[src/hw/rtl/fsf_pkg.sv]
package fsf_pkg;

    // Segment codes: bit0 is segment a, bit6 is segment g, bit7 is the colon.
    localparam logic [7:0] SEG_BLANK = 8'h00;
    localparam logic [7:0] SEG_MINUS = 8'h40;
    localparam logic [7:0] SEG_COLON = 8'h80;

    // Display limits in number and time mode.
    localparam logic [13:0] NUM_POS_MAX = 14'd9999;
    localparam logic [16:0] NUM_NEG_MAX = 17'd999;
    localparam logic [7:0]  MIN_MAX     = 8'd99;
    localparam logic [7:0]  SEC_MAX     = 8'd59;

    // Request after clamping, ahead of the digit split.
    typedef struct packed {
        logic        time_mode;
        logic        neg;
        logic        keep_zeros;
        logic        colon;
        logic [13:0] mag;
        logic [6:0]  min;
        logic [5:0]  sec;
    } clamp_t;

    // Request as four decimal digits, leftmost first.
    typedef struct packed {
        logic       time_mode;
        logic       neg;
        logic       keep_zeros;
        logic       colon;
        logic [3:0] d3;
        logic [3:0] d2;
        logic [3:0] d1;
        logic [3:0] d0;
    } digits_t;

    // Seven-segment font for one decimal digit; codes above nine are blank.
    function automatic logic [7:0] font(input logic [3:0] d);
        logic [7:0] code;
        begin
            case (d)
                4'd0:    code = 8'h3F;
                4'd1:    code = 8'h06;
                4'd2:    code = 8'h5B;
                4'd3:    code = 8'h4F;
                4'd4:    code = 8'h66;
                4'd5:    code = 8'h6D;
                4'd6:    code = 8'h7D;
                4'd7:    code = 8'h07;
                4'd8:    code = 8'h7F;
                4'd9:    code = 8'h6F;
                default: code = SEG_BLANK;
            endcase
            return code;
        end
    endfunction

endpackage

[src/hw/rtl/fsf_clamp.sv]
module fsf_clamp (
    input  logic                clk,
    input  logic                rst_n,
    input  logic                in_valid,
    output logic                in_ready,
    input  logic                op,
    input  logic signed [15:0]  value,
    input  logic                zero_fill,
    input  logic [7:0]          minutes,
    input  logic [7:0]          seconds,
    input  logic                colon_lit,
    output logic                out_valid,
    input  logic                out_ready,
    output fsf_pkg::clamp_t     out_data
);

    logic             valid_reg;
    fsf_pkg::clamp_t  data_reg;
    fsf_pkg::clamp_t  data_next;
    logic [15:0]      bits;
    logic [16:0]      neg_mag;

    // The stage takes a new transaction when empty or when it empties now.
    assign in_ready = !valid_reg || out_ready;

    // Clamp the number to -999..9999 and the time to 99:59.
    always_comb
    begin
        bits    = $unsigned(value);
        neg_mag = 17'h10000 - {1'b0, bits};
        data_next.time_mode  = op;
        data_next.neg        = bits[15];
        data_next.keep_zeros = zero_fill;
        data_next.colon      = colon_lit;
        if (bits[15])
        begin
            data_next.mag = (neg_mag > fsf_pkg::NUM_NEG_MAX) ?
                            14'(fsf_pkg::NUM_NEG_MAX) : neg_mag[13:0];
        end
        else
        begin
            data_next.mag = ({1'b0, bits} > {3'b000, fsf_pkg::NUM_POS_MAX}) ?
                            fsf_pkg::NUM_POS_MAX : bits[13:0];
        end
        data_next.min = (minutes > fsf_pkg::MIN_MAX) ? fsf_pkg::MIN_MAX[6:0] : minutes[6:0];
        data_next.sec = (seconds > fsf_pkg::SEC_MAX) ? fsf_pkg::SEC_MAX[5:0] : seconds[5:0];
    end

    // Valid bit under reset.
    always_ff @(posedge clk or negedge rst_n)
    begin
        if (!rst_n)
        begin
            valid_reg <= 1'b0;
        end
        else if (in_ready)
        begin
            valid_reg <= in_valid;
        end
    end

    // Payload register.
    always_ff @(posedge clk)
    begin
        if (in_ready && in_valid)
        begin
            data_reg <= data_next;
        end
    end

    assign out_valid = valid_reg;
    assign out_data  = data_reg;

    // A negative number keeps at most three digits of magnitude.
    assert property (@(posedge clk) disable iff (!rst_n)
        valid_reg && data_reg.neg |-> data_reg.mag <= 14'd999)
        else $error("negative magnitude beyond three digits");

    // Clamped fields stay inside the display range.
    assert property (@(posedge clk) disable iff (!rst_n)
        valid_reg |-> data_reg.mag <= fsf_pkg::NUM_POS_MAX && data_reg.min <= 7'd99
                      && data_reg.sec <= 6'd59)
        else $error("clamped field out of range");

endmodule

[src/hw/rtl/fsf_split.sv]
module fsf_split (
    input  logic                clk,
    input  logic                rst_n,
    input  logic                in_valid,
    output logic                in_ready,
    input  fsf_pkg::clamp_t     in_data,
    output logic                out_valid,
    input  logic                out_ready,
    output fsf_pkg::digits_t    out_data
);

    // First stage: thousands digit and time digits.
    typedef struct packed {
        logic       time_mode;
        logic       neg;
        logic       keep_zeros;
        logic       colon;
        logic [3:0] d3;
        logic [9:0] rem;
        logic [3:0] m_tens;
        logic [3:0] m_ones;
        logic [3:0] s_tens;
        logic [3:0] s_ones;
    } split_a_t;

    // Second stage: hundreds digit.
    typedef struct packed {
        logic       time_mode;
        logic       neg;
        logic       keep_zeros;
        logic       colon;
        logic [3:0] d3;
        logic [3:0] d2;
        logic [6:0] rem;
        logic [3:0] m_tens;
        logic [3:0] m_ones;
        logic [3:0] s_tens;
        logic [3:0] s_ones;
    } split_b_t;

    logic             valid_a_reg;
    logic             valid_b_reg;
    logic             valid_c_reg;
    logic             en_a;
    logic             en_b;
    logic             en_c;
    split_a_t         a_reg;
    split_a_t         a_next;
    split_b_t         b_reg;
    split_b_t         b_next;
    fsf_pkg::digits_t c_reg;
    fsf_pkg::digits_t c_next;
    logic [27:0]      prod_k;
    logic [15:0]      prod_h;
    logic [14:0]      prod_t;
    logic [14:0]      prod_m;
    logic [14:0]      prod_s;
    logic [3:0]       q1;

    // Each stage moves when empty or when the stage after it moves.
    assign en_c     = !valid_c_reg || out_ready;
    assign en_b     = !valid_b_reg || en_c;
    assign en_a     = !valid_a_reg || en_b;
    assign in_ready = en_a;

    // Thousands: mag * 8389 / 2^23 is exact below 10000.
    // Time: x * 205 / 2^11 divides by ten exactly below 1029.
    always_comb
    begin
        prod_k = 28'(in_data.mag) * 28'd8389;
        prod_m = 15'(in_data.min) * 15'd205;
        prod_s = 15'(in_data.sec) * 15'd205;
        a_next.time_mode  = in_data.time_mode;
        a_next.neg        = in_data.neg;
        a_next.keep_zeros = in_data.keep_zeros;
        a_next.colon      = in_data.colon;
        a_next.d3         = prod_k[26:23];
        a_next.rem        = 10'(in_data.mag - ({10'd0, a_next.d3} << 10)
                            + ({10'd0, a_next.d3} << 4) + ({10'd0, a_next.d3} << 3));
        a_next.m_tens     = prod_m[14:11];
        a_next.m_ones     = 4'(in_data.min - ({3'd0, a_next.m_tens} << 3)
                            - ({3'd0, a_next.m_tens} << 1));
        a_next.s_tens     = prod_s[14:11];
        a_next.s_ones     = 4'(in_data.sec - ({2'd0, a_next.s_tens} << 3)
                            - ({2'd0, a_next.s_tens} << 1));
    end

    // Hundreds: rem * 41 / 2^12 is exact below 1000.
    always_comb
    begin
        prod_h = 16'(a_reg.rem) * 16'd41;
        b_next.time_mode  = a_reg.time_mode;
        b_next.neg        = a_reg.neg;
        b_next.keep_zeros = a_reg.keep_zeros;
        b_next.colon      = a_reg.colon;
        b_next.d3         = a_reg.d3;
        b_next.d2         = prod_h[15:12];
        b_next.rem        = 7'(a_reg.rem - ({6'd0, b_next.d2} << 6)
                            - ({6'd0, b_next.d2} << 5) - ({6'd0, b_next.d2} << 2));
        b_next.m_tens     = a_reg.m_tens;
        b_next.m_ones     = a_reg.m_ones;
        b_next.s_tens     = a_reg.s_tens;
        b_next.s_ones     = a_reg.s_ones;
    end

    // Tens and ones, then the choice between number and time digits.
    always_comb
    begin
        prod_t = 15'(b_reg.rem) * 15'd205;
        q1     = prod_t[14:11];
        c_next.time_mode  = b_reg.time_mode;
        c_next.neg        = b_reg.neg;
        c_next.keep_zeros = b_reg.keep_zeros;
        c_next.colon      = b_reg.colon;
        if (b_reg.time_mode)
        begin
            c_next.d3 = b_reg.m_tens;
            c_next.d2 = b_reg.m_ones;
            c_next.d1 = b_reg.s_tens;
            c_next.d0 = b_reg.s_ones;
        end
        else
        begin
            c_next.d3 = b_reg.d3;
            c_next.d2 = b_reg.d2;
            c_next.d1 = q1;
            c_next.d0 = 4'(b_reg.rem - ({3'd0, q1} << 3) - ({3'd0, q1} << 1));
        end
    end

    // Valid bits under reset.
    always_ff @(posedge clk or negedge rst_n)
    begin
        if (!rst_n)
        begin
            valid_a_reg <= 1'b0;
            valid_b_reg <= 1'b0;
            valid_c_reg <= 1'b0;
        end
        else
        begin
            if (en_a)
            begin
                valid_a_reg <= in_valid;
            end
            if (en_b)
            begin
                valid_b_reg <= valid_a_reg;
            end
            if (en_c)
            begin
                valid_c_reg <= valid_b_reg;
            end
        end
    end

    // Payload registers.
    always_ff @(posedge clk)
    begin
        if (en_a && in_valid)
        begin
            a_reg <= a_next;
        end
        if (en_b && valid_a_reg)
        begin
            b_reg <= b_next;
        end
        if (en_c && valid_b_reg)
        begin
            c_reg <= c_next;
        end
    end

    assign out_valid = valid_c_reg;
    assign out_data  = c_reg;

    // Quotient estimates never overshoot: remainders stay below their divisor.
    assert property (@(posedge clk) disable iff (!rst_n)
        valid_a_reg |-> a_reg.rem <= 10'd999 && a_reg.d3 <= 4'd9)
        else $error("thousands split out of range");

    // Every digit handed on is a decimal digit.
    assert property (@(posedge clk) disable iff (!rst_n)
        valid_c_reg |-> c_reg.d3 <= 4'd9 && c_reg.d2 <= 4'd9 && c_reg.d1 <= 4'd9
                        && c_reg.d0 <= 4'd9)
        else $error("digit above nine");

endmodule

[src/hw/rtl/fsf_encode.sv]
module fsf_encode (
    input  logic                clk,
    input  logic                rst_n,
    input  logic                in_valid,
    output logic                in_ready,
    input  fsf_pkg::digits_t    in_data,
    output logic                out_valid,
    input  logic                out_ready,
    output logic [7:0]          seg_left,
    output logic [7:0]          seg_mid_left,
    output logic [7:0]          seg_mid_right,
    output logic [7:0]          seg_right
);

    logic       valid_reg;
    logic [7:0] seg0_reg;
    logic [7:0] seg1_reg;
    logic [7:0] seg2_reg;
    logic [7:0] seg3_reg;
    logic [7:0] seg0_next;
    logic [7:0] seg1_next;
    logic [7:0] seg2_next;
    logic [7:0] seg3_next;
    logic       blank0;
    logic       blank1;
    logic       blank2;

    assign in_ready = !valid_reg || out_ready;

    // Font lookup, minus sign, leading-zero blanking and the colon.
    always_comb
    begin
        blank0 = !in_data.time_mode && !in_data.keep_zeros && !in_data.neg
                 && (in_data.d3 == 4'd0);
        blank1 = !in_data.time_mode && !in_data.keep_zeros
                 && (in_data.neg || blank0) && (in_data.d2 == 4'd0);
        blank2 = blank1 && (in_data.d1 == 4'd0);

        seg0_next = fsf_pkg::font(in_data.d3);
        seg1_next = fsf_pkg::font(in_data.d2);
        seg2_next = fsf_pkg::font(in_data.d1);
        seg3_next = fsf_pkg::font(in_data.d0);
        if (!in_data.time_mode && in_data.neg)
        begin
            seg0_next = fsf_pkg::SEG_MINUS;
        end
        if (blank0)
        begin
            seg0_next = fsf_pkg::SEG_BLANK;
        end
        if (blank1)
        begin
            seg1_next = fsf_pkg::SEG_BLANK;
        end
        if (blank2)
        begin
            seg2_next = fsf_pkg::SEG_BLANK;
        end
        if (in_data.time_mode && in_data.colon)
        begin
            seg1_next = seg1_next | fsf_pkg::SEG_COLON;
        end
    end

    // Output valid under reset.
    always_ff @(posedge clk or negedge rst_n)
    begin
        if (!rst_n)
        begin
            valid_reg <= 1'b0;
        end
        else if (in_ready)
        begin
            valid_reg <= in_valid;
        end
    end

    // Output payload register.
    always_ff @(posedge clk)
    begin
        if (in_ready && in_valid)
        begin
            seg0_reg <= seg0_next;
            seg1_reg <= seg1_next;
            seg2_reg <= seg2_next;
            seg3_reg <= seg3_next;
        end
    end

    assign out_valid     = valid_reg;
    assign seg_left      = seg0_reg;
    assign seg_mid_left  = seg1_reg;
    assign seg_mid_right = seg2_reg;
    assign seg_right     = seg3_reg;

    // The rightmost digit is never blank.
    assert property (@(posedge clk) disable iff (!rst_n)
        valid_reg |-> seg3_reg != fsf_pkg::SEG_BLANK)
        else $error("rightmost digit blanked");

endmodule

[src/hw/rtl/four_digit_seven_segment_formatter.sv]
// Channel   Handshake            Payload
// input     in_valid, in_ready   op, value, zero_fill, minutes, seconds, colon_lit
// output    out_valid, out_ready seg_left, seg_mid_left, seg_mid_right, seg_right
//
// Every transaction passes five register stages: clamp, thousands digit, hundreds
// digit, tens and ones digits, segment encoding. A new transaction is taken every
// cycle while in_ready is high, so throughput is one per cycle unless stalled.
// Reset clears only the valid bits of the stages; no clearing pass is needed.
// When out_ready is low, stages fill up from the output backward, and in_ready
// falls only when all five stages hold a transaction.
module four_digit_seven_segment_formatter (
    input  logic                clk,
    input  logic                rst_n,
    input  logic                in_valid,
    output logic                in_ready,
    input  logic                op,
    input  logic signed [15:0]  value,
    input  logic                zero_fill,
    input  logic [7:0]          minutes,
    input  logic [7:0]          seconds,
    input  logic                colon_lit,
    output logic                out_valid,
    input  logic                out_ready,
    output logic [7:0]          seg_left,
    output logic [7:0]          seg_mid_left,
    output logic [7:0]          seg_mid_right,
    output logic [7:0]          seg_right
);

    logic             clamp_valid;
    logic             clamp_ready;
    fsf_pkg::clamp_t  clamp_data;
    logic             digit_valid;
    logic             digit_ready;
    fsf_pkg::digits_t digit_data;

    // Clamp stage.
    fsf_clamp u_clamp (
        .clk          (clk),
        .rst_n        (rst_n),
        .in_valid     (in_valid),
        .in_ready     (in_ready),
        .op           (op),
        .value        (value),
        .zero_fill    (zero_fill),
        .minutes      (minutes),
        .seconds      (seconds),
        .colon_lit    (colon_lit),
        .out_valid    (clamp_valid),
        .out_ready    (clamp_ready),
        .out_data     (clamp_data)
    );

    // Decimal split stages.
    fsf_split u_split (
        .clk       (clk),
        .rst_n     (rst_n),
        .in_valid  (clamp_valid),
        .in_ready  (clamp_ready),
        .in_data   (clamp_data),
        .out_valid (digit_valid),
        .out_ready (digit_ready),
        .out_data  (digit_data)
    );

    // Segment encoding and output register.
    fsf_encode u_encode (
        .clk           (clk),
        .rst_n         (rst_n),
        .in_valid      (digit_valid),
        .in_ready      (digit_ready),
        .in_data       (digit_data),
        .out_valid     (out_valid),
        .out_ready     (out_ready),
        .seg_left      (seg_left),
        .seg_mid_left  (seg_mid_left),
        .seg_mid_right (seg_mid_right),
        .seg_right     (seg_right)
    );

    // Back-pressure at the input only comes from a stalled, full output.
    assert property (@(posedge clk) disable iff (!rst_n)
        !in_ready |-> out_valid && !out_ready && clamp_valid && digit_valid)
        else $error("input stalled without a full pipeline");

endmodule
[config.mk]
export PLATFORM = sky130hd
export DESIGN_NAME = four_digit_seven_segment_formatter
export DESIGN_NICKNAME = d
export VERILOG_FILES = /design/src/hw/rtl/fsf_pkg.sv /design/src/hw/rtl/fsf_clamp.sv /design/src/hw/rtl/fsf_split.sv /design/src/hw/rtl/fsf_encode.sv /design/src/hw/rtl/four_digit_seven_segment_formatter.sv
export SDC_FILE = /design/constraint.sdc
export NUM_CORES = 1
export LEC_CHECK = 0
export BUFFER_PORTS_ARGS = -buffer_cell sky130_fd_sc_hd__buf_2
export CAP_MARGIN = 30
export CORE_ASPECT_RATIO = 2
export CORE_MARGIN = 5
export CORE_UTILIZATION = 35
export CTS_BUF_LIST = sky130_fd_sc_hd__clkbuf_16
export CTS_CLUSTER_DIAMETER = 50
export DETAILED_ROUTE_END_ITERATION = 8
export PLACE_DENSITY = 0.58
export SETUP_SLACK_MARGIN = 0.4
export SLEW_MARGIN = 20
export SYNTH_ARGS = -nofsm -noshare
export SYNTH_HDL_FRONTEND = slang
export SYNTH_SLANG_ARGS = --single-unit
[constraint.sdc]
create_clock -name clk -period 7.4 [get_ports clk]
set_input_delay 1.11 -clock clk [delete_from_list [all_inputs] [get_ports clk]]
set_output_delay 1.11 -clock clk [all_outputs]
set_load 0.005 [all_outputs]
# Word-level counts from Yosys, hierarchy flattened
# Memory sizes are Yosys's and may differ from the RTL's. A register that Yosys moved wholly into a read port is not among the register bits.
# Cells that the tools add are included.
op_classes:
  addsub: 13
  n_mul: 5
  magnitude_cmp: 4
  n_mux: 8
  reduce_logical: 31
ops:
  columns: ["op", "count"]
  rows:
  - ["$mux 14", 3]
  - ["$mul 7x8->15 const B", 2]
  - ["$mul 14x14->27 const B", 1]
  - ["$sub 4x4->4", 6]
  - ["$gt 17x10->1 const B", 1]
  - ["$sub 17x16->17 const A", 1]
  - ["$gt 16x14->1 const B", 1]
  - ["$mul 10x6->16 const B", 1]
  - ["$mux 16", 1]
  - ["$mul 6x8->14 const B", 1]
  - ["$sub 7x7->7", 2]
  - ["$logic_and 1x1->1", 13]
  - ["$logic_not 4->1", 3]
  - ["$add 10x7->10", 1]
  - ["$add 10x8->10", 1]
  - ["$sub 10x1->10 const B", 1]
  - ["$gt 8x6->1 const B", 1]
  - ["$gt 8x7->1 const B", 1]
  - ["$logic_not 1->1", 8]
  - ["$mux 4", 2]
  - ["$mux 8", 1]
  - ["$mux 7", 1]
  - ["$sub 7x6->7", 1]
  - ["$logic_or 1x1->1", 6]
  - ["$reduce_or 2->1", 1]
totals:
  register_bits: 155
  mem_bits_ro: 448
  inputBits: 39
  out_inout_bits: 34
  word_cells: 113
  memories: 4
memory_table:
  columns: ["name", "depth", "width", "rd", "rd_ports_with_merged_regs", "write_ports", "line_no", "source"]
  rows:
  - ["(no name shown)", 16, 7, 1, 1, 0, "fsf_pkg.sv:41", "case (d)"]
  - ["(no name shown)", 16, 7, 1, 1, 0, "fsf_pkg.sv:41", null]
  - ["(no name shown)", 16, 7, 1, 1, 0, "fsf_pkg.sv:41", null]
  - ["(no name shown)", 16, 7, 1, 1, 0, "fsf_pkg.sv:41", null]

# Longest topological paths before layout
# Gate-level depths: netlist of run 1.
logic_depth:
  word_depth: 8
  ltp_mapped: 25
  mapped_depth_nobuf: 25

# Modules after synthesis
# A second synthesis of run 1 with hierarchy kept.
hier_totals:
  cells_unflattened: 1113
  area_unflattened_um2: 12726.0
by_module_without_submodules:
  columns: ["mod", "n_inst", "cells_per_inst", "area_per_inst_um2", "seq_area_each_um2"]
  rows:
  - ["fsf_split", 1, 772, 8941.1, 2687.6]
  - ["fsf_encode", 1, 176, 1963.1, 895.9]
  - ["fsf_clamp", 1, 165, 1821.7, 955.9]

# Worst setup path before layout of run 1
# OpenSTA, ideal clock, no wires.
synth_path:
  kind: "register -> register"
  startpoint: "register u_clamp.data_reg, in the netlist u_clamp.out_data[19]"
  endpoint: "register u_split.a_reg[25] in the netlist's numbering (data pin)"
  setup_ns: 0.261
  arrival_ns: 5.472
  required_time_ns: 7.139
  slack_ns: 1.667
  stages_incl_launch_ff: 23
  n_path_buf: 0
  synth_period_minus_slack_ns: 5.733
  path_cell_list: "edfxtp_1 > ha_1 > ha_1 > ha_1 > ha_1 > fa_1 > inv_1 > fa_1 > inv_1 > ha_1 > a21oi_1 > o21ai_0 > a221o_1 > o21ai_0 > nor4b_4 > xor2_1 > ha_1 > ha_1 > a21o_1 > a21oi_1 > o21bai_1 > a21oi_1 > xnor2_1"
synth_rtl:
  columns: ["element", "line_no", "source"]
  rows:
  - ["start: declaration", "fsf_clamp.sv:18", "fsf_pkg::clamp_t data_reg;"]
  - ["start signal: assignment", "fsf_clamp.sv:67", "data_reg <= data_next;"]
  - ["end signal: assignment", "fsf_split.sv:162", "a_reg <= a_next;"]
  - ["end: declaration", "fsf_split.sv:47", "split_a_t a_reg;"]

==> key figures, run 1 <==
Status
  – Status: finished, final reports clean

Power and ir drop
  – Clock power share: 13.6%
  – Comb pwr share: 62.1%
  – PwrDens: 486 nW/um^2
  – Switch share: 41.9%
  – Sw Pwr: 2.91 mW
  – Leakage: 6.76 nW
  – Power Internal: 4.04 mW
  – Flop pwr share: 24.3%
  – Peak VDD IR: 0.378 mV

Clock network
  – CTS tree: built
  – Setup bufs post-CTS: 0
  – Clock transition at path regs: 80 ps
  – Clock sink total: 166
  – Root buffer cell: clkbuf_16
  – Cts hold-fix bufs: 0
  – Worst-case clock buffer depth: 2
  – Cts repair resizes: 0
  – Htree depth: 4
  – TritonCTS Buffers: 17
  – Clk_lat worst skew: 450 ps

Timing
  – Achievable Freq: 160 MHz
  – Slew Viols, Final: 0
  – Tcrit/Tclk final: 84.3%
  – Final Worst Setup Slack: 1160 ps
  – Fin crit period: 6240 ps
  – RSZ-0062 raised after global routing: no
  – Final worst clock skew: 13.5 ps
  – Worst slew pin tran: 870 ps
  – Setup TNS Final: 0 ps
  – Final setup violation count: 0
  – Count of final hold-check violations: 0
  – Relative slew margins: 42.0%

Routing
  – Remaining DRCs: 0
  – DRT Pass-1 Iters: 4
  – Routed via count: 8199
  – DRT Wirelength: 25300 um
  – Detailed Route Iter0 Violations: 256
  – DR WL/cell: 15.2 um
  – DRT antenna net count: 0
  – Vias/cell: 4.92

Yosys
  – Synth Register Bits: 166
  – Mapped cell area: 12800 um^2
  – Top_reg_cell synth: edfxtp_1
  – Sequential fraction of the synthesis area: 37.6%
  – Avg Cell Area, Syn: 11.4 um^2
  – Cells after synthesis: 1119
  – Unique masters post-synth: 71
  – Post-synth ARST share: 3.01%
  – EDFF count, synth: 147
  – YS warnings: 0

Floorplan
  – Chip height: 281 um
  – I/O Pins: 73
  – Die Width: 145 um
  – Initial Utilization: 35.3%
  – Die area: 40800 um^2
  – Core area: 36300 um^2
  – # rows: 99

Cells and area
  – Design Area, Final: 14300 um^2
  – Share of post-route cells with drive strength above 1: 11.4%
  – Most frequent cells in the layout: ha_1, inv_1, edfxtp_1
  – Layout Cells excl Fill: 1665
  – Max reg flops: 34
  – Commonest non-fill, non-tap cell in the layout: ha_1
  – Final net count: 1557
  – Fin util: 39.5%
  – N_diodes: 0
  – Area Growth Syn to Fin: 11.9%

Global route
  – Initial antenna violation count: 0
  – Gr usage total: 12.9%
  – Largest net degree at the start of global routing: 35
  – Global route overflow: 0
  – Vias in the first global route: 8647
  – First-pass GRT wire length: 41800 um

Worst setup path
  – Worst R2R Path Depth: 21
  – Startpoint Class: flip-flop
  – CP max FO: 6
  – Worst Path Arrival: 6420 ps
  – Setup crit end kind: flip-flop
  – CP required: 7590 ps
  – WS Path Type: flip-flop to flip-flop

Placement
  – Placed Cells: 1633
  – HPWL after DPL: 21500 um
  – Pre-CTS WS: 1130 ps
  – Routability congestion estimate: 0.887
  – Number of port buffers: 69
  – Placed Area: 13700 um^2

Worst hold path
  – Worst Hold Class: flip-flop to flip-flop
  – Worst Hold Depth: 0

Flow run
  – Maxcap violations: 0
## power by group through the flow
stage | Sequential, mW | Combinational [mW] | Clock [mW]
final | 1.69 | 4.32 | 0.945
after global routing | 1.73 | 5.01 | 1.01
after CTS | 1.70 | 4.40 | 0.977
after detailed placement | 1.72 | 4.36 | 0
after global placement | 1.71 | 4.22 | 0
after floorplan | 1.64 | 3.37 | 0
## cell usage after synthesis, types with 4 or more instances
cell type	count	area [um^2]
edfxtp_1	147	4410
or3_1	7	43.8
o31ai_1	7	52.6
nor4_1	5	31.3
o21ai_0	20	100
a22o_1	4	35.0
nand4_1	10	62.6
inv_1	178	668
fa_1	49	981
a21o_1	23	173
o21ai_1	7	35.0
o211ai_1	6	45.0
a31oi_1	9	56.3
xnor2_1	27	236
mux2i_1	13	130
xor2_1	10	87.6
nand2b_1	13	81.3
and2_1	18	113
nor2_1	48	180
dfrtp_1	5	125
o22ai_1	7	43.8
nor2b_1	12	75.1
nor3_1	10	50.1
nand3_1	15	75.1
or2_2	10	62.6
clkbuf_1	9	33.8
a21oi_1	43	215
o21a_1	9	67.6
ha_1	271	3390
mux2_2	12	135
a211o_1	5	43.8
nand2_1	39	146
and3_1	4	25.0
dfxtp_1	14	280
## worst max-delay path, cell delays in order (launching register included)
cell and delay, ps:
edfxtp_1 550, ha_1 360, ha_1 300, ha_1 270
ha_1 300, fa_1 530, inv_1 50, fa_1 500
inv_1 40, ha_1 300, a21oi_1 120, o21ai_0 100
a221o_1 350, o211ai_1 190, a31oi_1 160, xnor2_1 410
fa_1 500, ha_1 350, a21oi_1 250, o21bai_1 90
a21oi_1 170, xnor2_1 80
## metrics by stage
step                      total power [mW]  hold slack [ps]
after floorplan                       5.01              400
after global placement                5.94              401
after detailed placement              6.08              406
after CTS                             7.08              422
after global routing                  7.76              426
final                                 6.96              418
## path summary, 6_finish.rpt
path                                           start                  end  slack (ps)
worst max-delay path            u_clamp.out_data[19]    u_split.a_reg[25]        1160
worst min-delay path                u_split.a_reg[3]     u_split.b_reg[3]         420
worst max register to register  u_clamp.out_data[19]    u_split.a_reg[25]        1160
worst min register to register      u_split.a_reg[3]     u_split.b_reg[3]         420
max in group asynchronous                      rst_n  u_split.valid_a_reg        6810
min in group asynchronous                      rst_n   u_encode.out_valid         460
## metal layers
layer	share of wire (%)	vias up	global-route usage (%)
met5	0	-	0
met4	5.4	0	7.35
met3	2.7	58	2.46
met2	60	133	27.0
met1	32	3902	10.7
li1	-	4106	-
## logic make-up after synthesis
kind of cell,after synthesis,share of synthesized area [%]
AND/OR/NAND/NOR,205,8.57
XOR/XNOR,39,2.88
other,1,0.0293
AO/OA/AOI/OAI,168,8.86
buffers and inverters,195,5.82
flip-flops,166,37.6
adder cells (fa/ha/maj),320,34.1
multiplexers,25,2.07
## area by class of cell
type	count	area, um^2
tap	454	568
fill	3501	22000
sequential	166	4820
timing repair buffer	73	375
clock buffer	17	425
multi-input combinational	760	7250
clock inverter	15	209
inverter	180	676
(Power assumes the default switching activity.)
==> run 2, diff against run 1 <==
ABC_AREA = 1   (was unset)
clock period = 6.25 ns   (was 7.4 ns; I/O delays follow)
==> run 2 against run 1 <==
Via count up 14%. Design area up 9.1%. Hold slack worse by 120 ps. Critical endpoint unchanged. Largest cell class unchanged. Largest power group unchanged.
==> key figures, run 2 <==
Yosys
  – Avg Cell Area, Syn: 9.29 um^2 (-19%)
  – Cells after synthesis: 1455 (+30%)
  – Mapped cell area: 13500 um^2 (+5.5%)
  – Synth cell count leaders: inv_1, nand2_1, ha_1
  – Area leader, netlist: edfxtp_1
  – Synth Register Bits: 166 (unchanged)
  – Sequential fraction of the synthesis area: 35.7% (-2.0 points)
  – EDFF count, synth: 147 (unchanged)
  – Yosys top cell area share: 32.7% (-1.8 points)
  – YS warnings: 0 (unchanged)
  – Synth area leaders: edfxtp_1, ha_1, inv_1, nand2_1, fa_1
  – Top_reg_cell synth: edfxtp_1
  – Unique masters post-synth: 48 (-32%)
  – Post-synth ARST share: 3.01% (unchanged)
  – Top-count cell post-synth: inv_1

Timing
  – Achievable Freq: 179 MHz (+11%)
  – Final Worst Setup Slack: 656 ps (-509 ps)
  – Final setup violation count: 0 (unchanged)
  – Setup TNS Final: 0 ps (unchanged)
  – Relative slew margins: 50.7% (+8.7 points)
  – Slew Viols, Final: 0 (unchanged)
  – Tcrit/Tclk final: 89.5% (+5.2 points)
  – Worst slew pin tran: 732 ps (-138 ps)
  – Final worst clock skew: 7.35 ps (-6.19 ps)
  – Count of final hold-check violations: 0 (unchanged)
  – RSZ-0062 raised after global routing: yes
  – Fin crit period: 5590 ps (-641 ps)

Routing
  – Routed via count: 9337 (+14%)
  – DR WL/cell: 11.9 um (-22%)
  – Remaining DRCs: 0 (unchanged)
  – Vias/cell: 4.44 (-9.8%)
  – DRT antenna net count: 0 (unchanged)
  – Detailed Route Iter0 Violations: 335 (+31%)
  – DRT Wirelength: 25000 um (-1.5%)
  – DRT Pass-1 Iters: 4 (unchanged)

Worst hold path
  – Worst Hold Class: input port to asynchronous set/reset pin

Global route
  – Global route overflow: 0 (unchanged)
  – Largest net degree at the start of global routing: 35 (unchanged)
  – Gr usage total: 12.0% (-0.91 points)
  – Vias in the first global route: 9077 (+5.0%)
  – Initial antenna violation count: 0 (unchanged)
  – First-pass GRT wire length: 41900 um (+0.13%)

Cells and area
  – Layout fillers: 3784 (+8.1%)
  – Max reg flops: 34 (unchanged)
  – Multi-input gate area: 7840 um^2 (+8.1%)
  – Final net count: 1929 (+24%)
  – Share of post-route cells with drive strength above 1: 13.8% (+2.4 points)
  – N_diodes: 0 (unchanged)
  – Most frequent cells in the layout: inv_1, nand2_1, ha_1
  – Area Growth Syn to Fin: 15.7%
  – FF+latch area: 4820 um^2 (unchanged)
  – Layout Cells excl Fill: 2103 (+26%)

Placement
  – Placed Cells: 2046 (+25%)
  – Number of port buffers: 69 (unchanged)
  – Pre-CTS WS: 190 ps (-944 ps)
  – HPWL after DPL: 20500 um (-4.7%)
  – Routability congestion estimate: 0.839 (-5.4%)

Worst setup path
  – Startpoint Class: flip-flop
  – Worst Path Arrival: 5780 ps (-640 ps)
  – WS Path Type: flip-flop to flip-flop
  – CP required: 6430 ps (-1160 ps)
  – Crit-path slowest cell: fa_1
  – CP max FO: 4 (-2)
  – R2r setup slk: 660 ps (-510 ps)
  – CP max stage delay: 570 ps (+20 ps)
  – Reg2Reg Launch Point: u_clamp.out_data[20]
  – Critical Path End: u_split.a_reg[25]
  – Critical Path Most Common Cell: nor2_1
  – Worst R2R Path Depth: 28 (+33%)
  – Reg2Reg Capture Point: u_split.a_reg[25]
  – Crit path from: u_clamp.out_data[20]
  – Setup crit end kind: flip-flop

Floorplan
  – # rows: 102 (+3.0%)
  – Die Width: 149 um (+2.5%)
  – Initial Utilization: 35.2% (-0.11 points)
  – I/O Pins: 73 (unchanged)
  – Chip height: 288 um (+2.6%)
  – Core area: 38400 um^2 (+5.8%)
  – Die area: 42900 um^2 (+5.2%)

Clock network
  – Clk_lat worst skew: 440 ps (about the same)
  – Root buffer cell: clkbuf_16
  – Clock sink total: 166 (unchanged)
  – Clock transition at path regs: 70 ps (about the same)
  – Htree depth: 4 (unchanged)
  – TritonCTS Buffers: 17 (unchanged)
  – CTS tree: built
  – Worst-case clock buffer depth: 2 (unchanged)

Power and ir drop
  – Sw Pwr: 3.80 mW (+30%)
  – Flop pwr share: 23.1% (-1.2 points)
  – Comb pwr share: 64.7% (+2.6 points)
  – PwrDens: 536 nW/um^2 (+10%)
  – Clock power share: 12.2% (-1.4 points)
  – Leakage: 7.88 nW (+16%)
  – Power Internal: 4.58 mW (+13%)
  – Switch share: 45.4% (+3.5 points)
  – Peak VDD IR: 0.372 mV (-1.7%)

Flow run
  – Maxcap violations: 0 (unchanged)

Status
  – Status: finished, final reports clean
[run 2: changes by cell type in the layout (fill, tap and decap cells not counted), moves of 19 or more]
cell | before | now
nand2_1 | 39 | 291
inv_1 | 179 | 291
nor2_1 | 48 | 96
o21ai_0 | 20 | 51
buf_4 | 4 | 33
nand3_1 | 15 | 39
ha_1 | 271 | 251
ha_4 | 0 | 19
[run 2: how the worst min path moves through the flow]
stage	startpoint	end	slack, ps
2_1_floorplan	u_clamp.out_data[27]	u_split.a_reg[30]	400
3_3_place_gp	u_split.a_reg[4]	u_split.b_reg[4]	400
3_5_place_dp	u_split.a_reg[1]	u_split.b_reg[1]	400
4_1_cts	rst_n	u_clamp.out_valid	270
5_1_grt	rst_n	u_encode.out_valid	280
6_report	rst_n	u_encode.out_valid	300
[run 2: kinds of logic after synthesis]
family	after synthesis	share of synthesized area [%]
and+or+nand+nor	506	16.1
adders and majority gates	320	32.4
buffers and inverters	312	8.85
DFF	166	35.7
AOI/OAI and AO/OA	117	4.86
xor gates and xnor gates	33	2.14
other	1	0.0278
[run 2: cell type report]
type                       instances  share of cell area [%]
inverter                         304                    7.32
sequential                       166                    30.8
tap                              520                    4.16
clock inverter                    15                    1.03
timing repair buffer             102                    3.79
clock buffer                      17                    2.72
multi-input combinational        979                    50.1
[run 2: worst max-delay path: cells and delay by family (launching register included)]
| family | cells | cell delay [ps] |
|---|---|---|
| flip-flops | 1 | 480 |
| AND/OR/NAND/NOR | 11 | 940 |
| adder cells (fa/ha/maj) | 9 | 3240 |
| XOR/XNOR | 1 | 80 |
| buffers and inverters | 4 | 210 |
| AO/OA/AOI/OAI | 3 | 370 |
[run 2: power by group through the flow]
stage                     clock [mW]  sequential (mW)  combinational, mW
final                           1.02             1.94               5.42
after global routing            1.10             1.98               6.47
after CTS                       1.06             1.94               5.19
after detailed placement           0             1.97               5.12
after global placement             0             1.97               5.06
after floorplan                    0             1.92               4.01
[run 2: per-layer routing]
metal	vias up	track usage, %	wire length (um)
met1	4248	14.8	11300
met3	22	1.95	641
met5	-	0	0
li1	4953	-	-
met4	0	3.39	351
met2	114	21.4	12700
[run 2: timing repair]
action	in CTS	in global routing
hold buffers	0	0
pin swaps	0	19
buffers inserted	11	14
setup endpoints to repair	2	4
resized for setup	3	48
[run 2: stage by stage]
step                      hold slack, ps  power [mW]  util, %  cell area (um^2)
after floorplan                      400        5.93        -             13500
after global placement               402        7.03     37.8             14500
after detailed placement             405        7.08     37.8             14500
after CTS                            272        8.19     39.6             15200
after global routing                 280        9.55     40.7             15600
final                                296        8.38     40.7             15600
